$ cat src/sv/alru_pkg.sv
`timescale 1ns / 1ps
// ----------------------------------------------------------------------------
// alru_pkg
// Operation codes and controller state type for the age counter LRU block.
// ----------------------------------------------------------------------------
package alru_pkg;

    localparam logic [2:0] OP_TICK         = 3'd0;
    localparam logic [2:0] OP_FIND_FREE    = 3'd1;
    localparam logic [2:0] OP_EVICT_OLDEST = 3'd2;
    localparam logic [2:0] OP_EVICT_INDEX  = 3'd3;
    localparam logic [2:0] OP_INSTALL      = 3'd4;

    typedef enum logic [1:0] {
        ST_IDLE,
        ST_SCAN,
        ST_CLEAR,
        ST_FINISH
    } alru_state_t;

endpackage

$ cat src/sv/alru_cell.sv
`timescale 1ns / 1ps
// ----------------------------------------------------------------------------
// alru_cell
// One table entry: valid bit and age, shifted on to the next cell on demand.
// ----------------------------------------------------------------------------
module alru_cell #(
    parameter int AGE_BITS = 16
) (
    input  logic                clk,
    input  logic                rst_n,
    input  logic                shift_en,
    input  logic                valid_in,
    input  logic [AGE_BITS-1:0] age_in,
    output logic                valid_out,
    output logic [AGE_BITS-1:0] age_out
);

    logic                valid_reg;
    logic [AGE_BITS-1:0] age_reg;
    logic                valid_next;
    logic [AGE_BITS-1:0] age_next;

    always_comb
    begin
        valid_next = valid_reg;
        age_next   = age_reg;
        if (shift_en)
        begin
            valid_next = valid_in;
            age_next   = age_in;
        end
    end

    always_ff @(posedge clk or negedge rst_n)
    begin
        if (!rst_n)
        begin
            valid_reg <= 1'b0;
            age_reg   <= '0;
        end
        else
        begin
            valid_reg <= valid_next;
            age_reg   <= age_next;
        end
    end

    assign valid_out = valid_reg;
    assign age_out   = age_reg;

endmodule

$ cat src/sv/alru_ctrl.sv
`timescale 1ns / 1ps
// ----------------------------------------------------------------------------
// alru_ctrl
// Request sequencer: rotates the entry ring, updates the entry at its head
// and tracks the search result; holds the response register.
// ----------------------------------------------------------------------------
module alru_ctrl
    import alru_pkg::*;
#(
    parameter int ENTRIES  = 16,
    parameter int AGE_BITS = 16
) (
    input  logic                clk,
    input  logic                rst_n,
    input  logic                in_valid,
    output logic                in_ready,
    input  logic [2:0]          opcode,
    input  logic [3:0]          slot_index,
    output logic                out_valid,
    input  logic                out_ready,
    output logic [3:0]          slot,
    output logic                found,
    input  logic                head_valid,
    input  logic [AGE_BITS-1:0] head_age,
    output logic                tail_valid,
    output logic [AGE_BITS-1:0] tail_age,
    output logic                shift_en
);

    localparam int IDX_W = $clog2(ENTRIES);
    localparam int SW    = (IDX_W > 4) ? IDX_W : 4;
    localparam logic [IDX_W-1:0] LAST = IDX_W'(ENTRIES - 1);
    localparam logic [AGE_BITS-1:0] AGE_MAX = {AGE_BITS{1'b1}};
    localparam logic [AGE_BITS-1:0] AGE_ONE = AGE_BITS'(1);

    alru_state_t         state_reg, state_next;
    logic [2:0]          op_reg, op_next;
    logic [3:0]          idx_reg, idx_next;
    logic [IDX_W-1:0]    cnt_reg, cnt_next;
    logic                have_reg, have_next;
    logic [IDX_W-1:0]    best_reg, best_next;
    logic [AGE_BITS-1:0] best_age_reg, best_age_next;
    logic                out_valid_reg, out_valid_next;
    logic [3:0]          slot_reg, slot_next;
    logic                found_reg, found_next;

    logic                idx_ok;
    logic                at_idx;
    logic                at_best;
    logic [SW-1:0]       best_ext;
    logic                res_found;
    logic [3:0]          res_slot;

    assign idx_ok   = {28'd0, idx_reg} < 32'(ENTRIES);
    assign at_idx   = SW'(cnt_reg) == SW'(idx_reg);
    assign at_best  = cnt_reg == best_reg;
    assign best_ext = SW'(best_reg);

    always_comb
    begin
        res_found = 1'b0;
        res_slot  = 4'd0;
        unique case (op_reg)
            OP_FIND_FREE, OP_EVICT_OLDEST:
            begin
                res_found = have_reg;
                res_slot  = have_reg ? best_ext[3:0] : 4'd0;
            end
            OP_EVICT_INDEX, OP_INSTALL:
            begin
                res_found = idx_ok;
                res_slot  = idx_ok ? idx_reg : 4'd0;
            end
            default:
            begin
                res_found = 1'b0;
                res_slot  = 4'd0;
            end
        endcase
    end

    always_comb
    begin
        state_next     = state_reg;
        op_next        = op_reg;
        idx_next       = idx_reg;
        cnt_next       = cnt_reg;
        have_next      = have_reg;
        best_next      = best_reg;
        best_age_next  = best_age_reg;
        out_valid_next = out_valid_reg;
        slot_next      = slot_reg;
        found_next     = found_reg;
        in_ready       = 1'b0;
        shift_en       = 1'b0;
        tail_valid     = head_valid;
        tail_age       = head_age;

        if (out_valid_reg && out_ready)
        begin
            out_valid_next = 1'b0;
        end

        unique case (state_reg)
            ST_IDLE:
            begin
                in_ready = 1'b1;
                if (in_valid)
                begin
                    op_next    = opcode;
                    idx_next   = slot_index;
                    cnt_next   = '0;
                    have_next  = 1'b0;
                    best_next  = '0;
                    best_age_next = '0;
                    state_next = ST_SCAN;
                end
            end
            ST_SCAN:
            begin
                shift_en = 1'b1;
                unique case (op_reg)
                    OP_TICK:
                    begin
                        if (head_valid && head_age != AGE_MAX)
                        begin
                            tail_age = head_age + AGE_ONE;
                        end
                    end
                    OP_FIND_FREE:
                    begin
                        if (!head_valid && !have_reg)
                        begin
                            have_next = 1'b1;
                            best_next = cnt_reg;
                        end
                    end
                    OP_EVICT_OLDEST:
                    begin
                        if (head_valid && (!have_reg || head_age > best_age_reg))
                        begin
                            have_next     = 1'b1;
                            best_next     = cnt_reg;
                            best_age_next = head_age;
                        end
                    end
                    OP_EVICT_INDEX:
                    begin
                        if (idx_ok && at_idx)
                        begin
                            tail_valid = 1'b0;
                            tail_age   = '0;
                        end
                    end
                    OP_INSTALL:
                    begin
                        if (idx_ok && at_idx)
                        begin
                            tail_valid = 1'b1;
                            tail_age   = '0;
                        end
                    end
                    default:
                    begin
                        tail_valid = head_valid;
                    end
                endcase
                if (cnt_reg == LAST)
                begin
                    cnt_next = '0;
                    if (op_reg == OP_EVICT_OLDEST && have_next)
                    begin
                        state_next = ST_CLEAR;
                    end
                    else
                    begin
                        state_next = ST_FINISH;
                    end
                end
                else
                begin
                    cnt_next = cnt_reg + 1'b1;
                end
            end
            ST_CLEAR:
            begin
                shift_en = 1'b1;
                if (at_best)
                begin
                    tail_valid = 1'b0;
                    tail_age   = '0;
                end
                if (cnt_reg == LAST)
                begin
                    cnt_next   = '0;
                    state_next = ST_FINISH;
                end
                else
                begin
                    cnt_next = cnt_reg + 1'b1;
                end
            end
            ST_FINISH:
            begin
                if (!out_valid_reg || out_ready)
                begin
                    out_valid_next = 1'b1;
                    slot_next      = res_slot;
                    found_next     = res_found;
                    state_next     = ST_IDLE;
                end
            end
            default:
            begin
                state_next = ST_IDLE;
            end
        endcase
    end

    always_ff @(posedge clk or negedge rst_n)
    begin
        if (!rst_n)
        begin
            state_reg     <= ST_IDLE;
            cnt_reg       <= '0;
            have_reg      <= 1'b0;
            out_valid_reg <= 1'b0;
        end
        else
        begin
            state_reg     <= state_next;
            cnt_reg       <= cnt_next;
            have_reg      <= have_next;
            out_valid_reg <= out_valid_next;
        end
    end

    always_ff @(posedge clk)
    begin
        op_reg       <= op_next;
        idx_reg      <= idx_next;
        best_reg     <= best_next;
        best_age_reg <= best_age_next;
        slot_reg     <= slot_next;
        found_reg    <= found_next;
    end

    assign out_valid = out_valid_reg;
    assign slot      = slot_reg;
    assign found     = found_reg;

    a_start_scan: assert property (@(posedge clk) disable iff (!rst_n)
        in_valid && in_ready |=> state_reg == ST_SCAN && cnt_reg == '0)
        else $error("accepted request did not start a scan");

    a_no_slot_when_missing: assert property (@(posedge clk) disable iff (!rst_n)
        out_valid_reg && !found_reg |-> slot_reg == 4'd0)
        else $error("slot non-zero on a miss");

    a_shift_only_scanning: assert property (@(posedge clk) disable iff (!rst_n)
        shift_en |-> state_reg == ST_SCAN || state_reg == ST_CLEAR)
        else $error("ring rotated outside a scan");

    a_cnt_range: assert property (@(posedge clk) disable iff (!rst_n)
        32'(cnt_reg) < 32'(ENTRIES))
        else $error("scan position beyond table");

    a_clear_needs_hit: assert property (@(posedge clk) disable iff (!rst_n)
        state_reg == ST_CLEAR |-> have_reg && op_reg == OP_EVICT_OLDEST)
        else $error("clear pass without a victim");

endmodule

$ cat src/sv/age_counter_lru_victim_select_top.sv
`timescale 1ns / 1ps
// ----------------------------------------------------------------------------
// age_counter_lru_victim_select_top
// LRU replacement with per-entry age counters over a ring of entry cells.
// ----------------------------------------------------------------------------
// Usage:
//   Request channel: in_valid/in_ready with opcode and slot_index.
//   Response channel: out_valid/out_ready with slot and found; one response
//   per request, in request order.
//   The entries sit in a ring of cells that rotates by one position a cycle
//   while a request runs; the entry at the ring head passes through the
//   update and search logic. A request makes one full rotation, and
//   evict_oldest that finds a victim makes two (search rotation, then
//   clearing rotation) before the response is loaded. The next request is
//   taken the cycle after the response is loaded, so a new request is not
//   taken while the previous one is still rotating the ring.
//   The response register frees the request side: a new request is taken
//   while a response still waits; if the receiver stalls, the following
//   response holds in the sequencer until the register is free.
//   Reset empties the table: every entry invalid with age zero.
// ----------------------------------------------------------------------------
module age_counter_lru_victim_select_top
    import alru_pkg::*;
#(
    parameter int ENTRIES  = 16,
    parameter int AGE_BITS = 16
) (
    input  logic       clk,
    input  logic       rst_n,
    input  logic       in_valid,
    output logic       in_ready,
    input  logic [2:0] opcode,
    input  logic [3:0] slot_index,
    output logic       out_valid,
    input  logic       out_ready,
    output logic [3:0] slot,
    output logic       found
);

    logic                cell_valid [ENTRIES];
    logic [AGE_BITS-1:0] cell_age   [ENTRIES];
    logic                tail_valid;
    logic [AGE_BITS-1:0] tail_age;
    logic                shift_en;

    alru_ctrl #(
        .ENTRIES  (ENTRIES),
        .AGE_BITS (AGE_BITS)
    ) u_ctrl (
        .clk        (clk),
        .rst_n      (rst_n),
        .in_valid   (in_valid),
        .in_ready   (in_ready),
        .opcode     (opcode),
        .slot_index (slot_index),
        .out_valid  (out_valid),
        .out_ready  (out_ready),
        .slot       (slot),
        .found      (found),
        .head_valid (cell_valid[0]),
        .head_age   (cell_age[0]),
        .tail_valid (tail_valid),
        .tail_age   (tail_age),
        .shift_en   (shift_en)
    );

    for (genvar i = 0; i < ENTRIES; i++)
    begin : g_cell
        if (i == ENTRIES - 1)
        begin : g_tail
            alru_cell #(
                .AGE_BITS (AGE_BITS)
            ) u_cell (
                .clk       (clk),
                .rst_n     (rst_n),
                .shift_en  (shift_en),
                .valid_in  (tail_valid),
                .age_in    (tail_age),
                .valid_out (cell_valid[i]),
                .age_out   (cell_age[i])
            );
        end
        else
        begin : g_body
            alru_cell #(
                .AGE_BITS (AGE_BITS)
            ) u_cell (
                .clk       (clk),
                .rst_n     (rst_n),
                .shift_en  (shift_en),
                .valid_in  (cell_valid[i+1]),
                .age_in    (cell_age[i+1]),
                .valid_out (cell_valid[i]),
                .age_out   (cell_age[i])
            );
        end
    end

endmodule

$ cat config.mk
export PLATFORM = sky130hd
export DESIGN_NAME = age_counter_lru_victim_select_top
export DESIGN_NICKNAME = d
export VERILOG_FILES = /design/src/sv/alru_pkg.sv /design/src/sv/alru_cell.sv /design/src/sv/alru_ctrl.sv /design/src/sv/age_counter_lru_victim_select_top.sv
export SDC_FILE = /design/constraint.sdc
export NUM_CORES = 1
export LEC_CHECK = 0
export BUFFER_PORTS_ARGS = -buffer_cell sky130_fd_sc_hd__buf_2
export CORE_ASPECT_RATIO = 0.7
export CORE_MARGIN = 5
export CORE_UTILIZATION = 50
export DETAILED_ROUTE_END_ITERATION = 8
export PLACE_DENSITY_LB_ADDON = 0.12
export RECOVER_POWER = 100
export SLEW_MARGIN = 20
export SYNTH_ARGS = -nofsm -noshare
export SYNTH_HDL_FRONTEND = slang
export SYNTH_SLANG_ARGS = --single-unit
$ cat constraint.sdc
create_clock -name clk -period 4 [get_ports clk]
set_input_delay 0.2 -clock clk [delete_from_list [all_inputs] [get_ports clk]]
set_output_delay 0.2 -clock clk [all_outputs]
set_load 0.05 [all_outputs]
==> metrics.yaml <==
routing:
  drt_wl_total_um: 22100
  routed_via_density: 5.57
  routedWlPerCell_um: 17.0
  drtPass1Iterations: 5
  ant_nets: 0
  drc_errors: 0
  num_vias: 7243
  drtIter0Drc: 527
cts:
  clkSinkCount: 312
  tritoncts: "yes"
  ctsLongestPathBuffers: 3
  h-tree-depth: 1
  cts_setup_buffers: 0
  cts_made_buffers: 30
  clkTransAtPathRegs_ps: 60
  worst_skew_pair.late_latency_ps: 570
  cts-root-buf: "clkbuf_16"
place:
  place.gp.congestion: 0.882
  hpwlAfterDp_um: 13800
  dpl.cell_count: 1241
  placed_area_sq_um: 13500
  io_buffers: 17
  preCtsSetupSlack_ps: 1400
grt:
  grt_util_met2_pct: 21.9
  grt_pass1_vias: 7258
  grt_pass1_wl_um: 38200
  grt_antenna_before_repair: 0
  grt-busiest-layer: "met1"
  grtUsageMet3_pct: 3.32
  grt_use_met1_pct: 24.4
  overflow: 0
  grt_max_degree: 107
  grt_usage_pct: 15.4
worst_setup_path:
  critPathArrivalTime_ps: 3380
  critPathBufInv: 2
  critPathTopFamily: "simple AND/OR/NAND/NOR gates"
  end_kind: "register"
  critical_path_class: "register to register"
  r2r_slack_ps: 800
  max_stage_delay_ps: 730
  cp_cell_sequence: "inv_1 -> ha_1 -> and2_0 -> a21oi_1 -> or3_1 -> o21ai_0 -> clkbuf_1"
  crit_path_top_delay_cell: "clkbuf_1"
  required_ps: 4170
  cp_max_fo: 16
  startpoint_type: "register"
sta:
  min_period_ps: 3200
  layout_worst_path_cycle_share_pct: 80.0
  setup_slack_ps: 798
  timing.hold.ws_ps: 219
  worstMarginPinSlew_ps: 2730
  final_max_slew_viol_count: 106
  tns_ps: 0
  setup_violations: 0
  fin_skew_ps: 24.9
  grt_setup_unrepaired: "no"
  fmax_ghz: 0.312
  slew-limit-headroom_pct: -81.9
  hold_viol_final: 0
die:
  pin_count: 18
  core_area_sq_um: 25700
  initial_core_util_pct: 50.8
  die_w_um: 203
  core.rowCount: 49
  fp.dieH_um: 145
  die-area_sq_um: 29500
synthesis:
  synth_commonest_cells: "dfrtp_1, mux2_2, nand2_1, clkbuf_1, inv_1"
  synthDominantCellAreaShare_pct: 53.7
  yosysUniqueCellTypes: 68
  ys.flop_type: "dfrtp_1"
  yosysTopAreaCell: "dfrtp_1"
  netlist_area_sq_um: 13000
  ys_seq_area_share_pct: 61.1
  synth-edff-count: 32
  synthTopCellsByArea: "dfrtp_1, mux2_2, edfxtp_1"
  synthArstFlopShare_pct: 89.7
  synth_seq_cells: 312
  synth.most_common_cell: "dfrtp_1"
  ys.warnings.count: 0
  syn_area_per_cell_sq_um: 14.0
  synthesis.nets: 962
  synthCells: 929
power_and_ir_drop:
  power_leakage_nw: 6.81
  power_density_nw_per_um2: 751
  ir_drop_mv: 0.823
  total_power_mw: 10.9
run_status:
  violations: "max-capacitance violations, max-slew violations"
  outcome: "finished with violations"
finish:
  seq_area_sq_um: 7970
  nFillCells: 2111
  antenna_cells: 0
  final_util_pct: 56.4
  final_area_sq_um: 14500
  finalNetCount: 984
  fin_cells: 1301
  largest_reg_flops: 240
  multi_input_area_sq_um: 4740
  areaGrowthSynthToFinish_pct: 11.1
  drive_gt1_share_pct: 33.4
min_path:
  hp-class: "primary input to register"
flow_run:
  cap_viol_max_count: 1
==> worst paths after layout <==
path	from	to	cells after the start
worst max register to register	u_ctrl.state_reg[0]	u_ctrl.best_age_reg[8]	7
min in group asynchronous	rst_n	g_cell[7].g_body.u_cell.valid_out	2
max in group asynchronous	rst_n	g_cell[1].g_body.u_cell.age_out[2]	2
worst min-delay path	in_valid	u_ctrl.cnt_reg[1]	3
worst max-delay path	u_ctrl.state_reg[0]	u_ctrl.best_age_reg[8]	7
worst min register to register	g_cell[1].g_body.u_cell.age_out[5]	g_cell[0].g_body.u_cell.age_out[5]	2
==> where the power goes <==
group	switching (mW)	internal [mW]
sequential	0.419	3.91
clock	1.16	1.60
combinational	1.98	1.81
==> repair_timing <==
| action | in CTS | in global routing |
|---|---|---|
| hold buffers | 9 | 0 |
| gates resized for setup | 0 | 0 |
| hold endpoints to repair | 110 | 0 |
==> metal layers <==
metal	wire length (um)	share of wire, %
met4	386	1.8
met5	0	0
met2	9300	42
met3	979	4.4
met1	11400	52
==> final cells by class <==
cell class | instances | area share [%]
clock buffer | 41 | 6.12
clock inverter | 10 | 0.544
inverter | 35 | 0.907
multi-input combinational | 535 | 32.7
sequential | 312 | 55.0
tap | 331 | 2.86
timing repair buffer | 37 | 1.84
==> tightest hold or removal path, cell delays in order <==
cell and delay (ps):
buf_2 80, nand2b_1 250, a32o_1 200
==> placed cells by master (no fill, tap or decap), types with 13 or more instances in the layout <==
cell type / Yosys / routed
dfrtp_1: 280 / 280
nor2_1: 17 / 17
edfxtp_1: 32 / 32
nand3_1: 13 / 13
clkbuf_1: 36 / 14
inv_1: 34 / 34
clkbuf_16: 0 / 33
ha_1: 22 / 22
mux2_2: 248 / 248
nand2_1: 39 / 39
o21ai_0: 31 / 31
a21oi_1: 22 / 22
==> cells by family (layout without fill, tap and decap cells) <==
family	count (synthesis)	in the layout	share of synthesized area (%)
adder cells (fa/ha/maj)	22	22	2.11
multiplexers	251	251	21.6
flip-flops	312	312	61.1
AND/OR/NAND/NOR	139	139	6.00
XOR/XNOR	9	9	0.604
AO/OA/AOI/OAI	114	114	6.05
buffers and inverters	82	123	2.49
No activity file was read; power rests on OpenSTA's default activity.
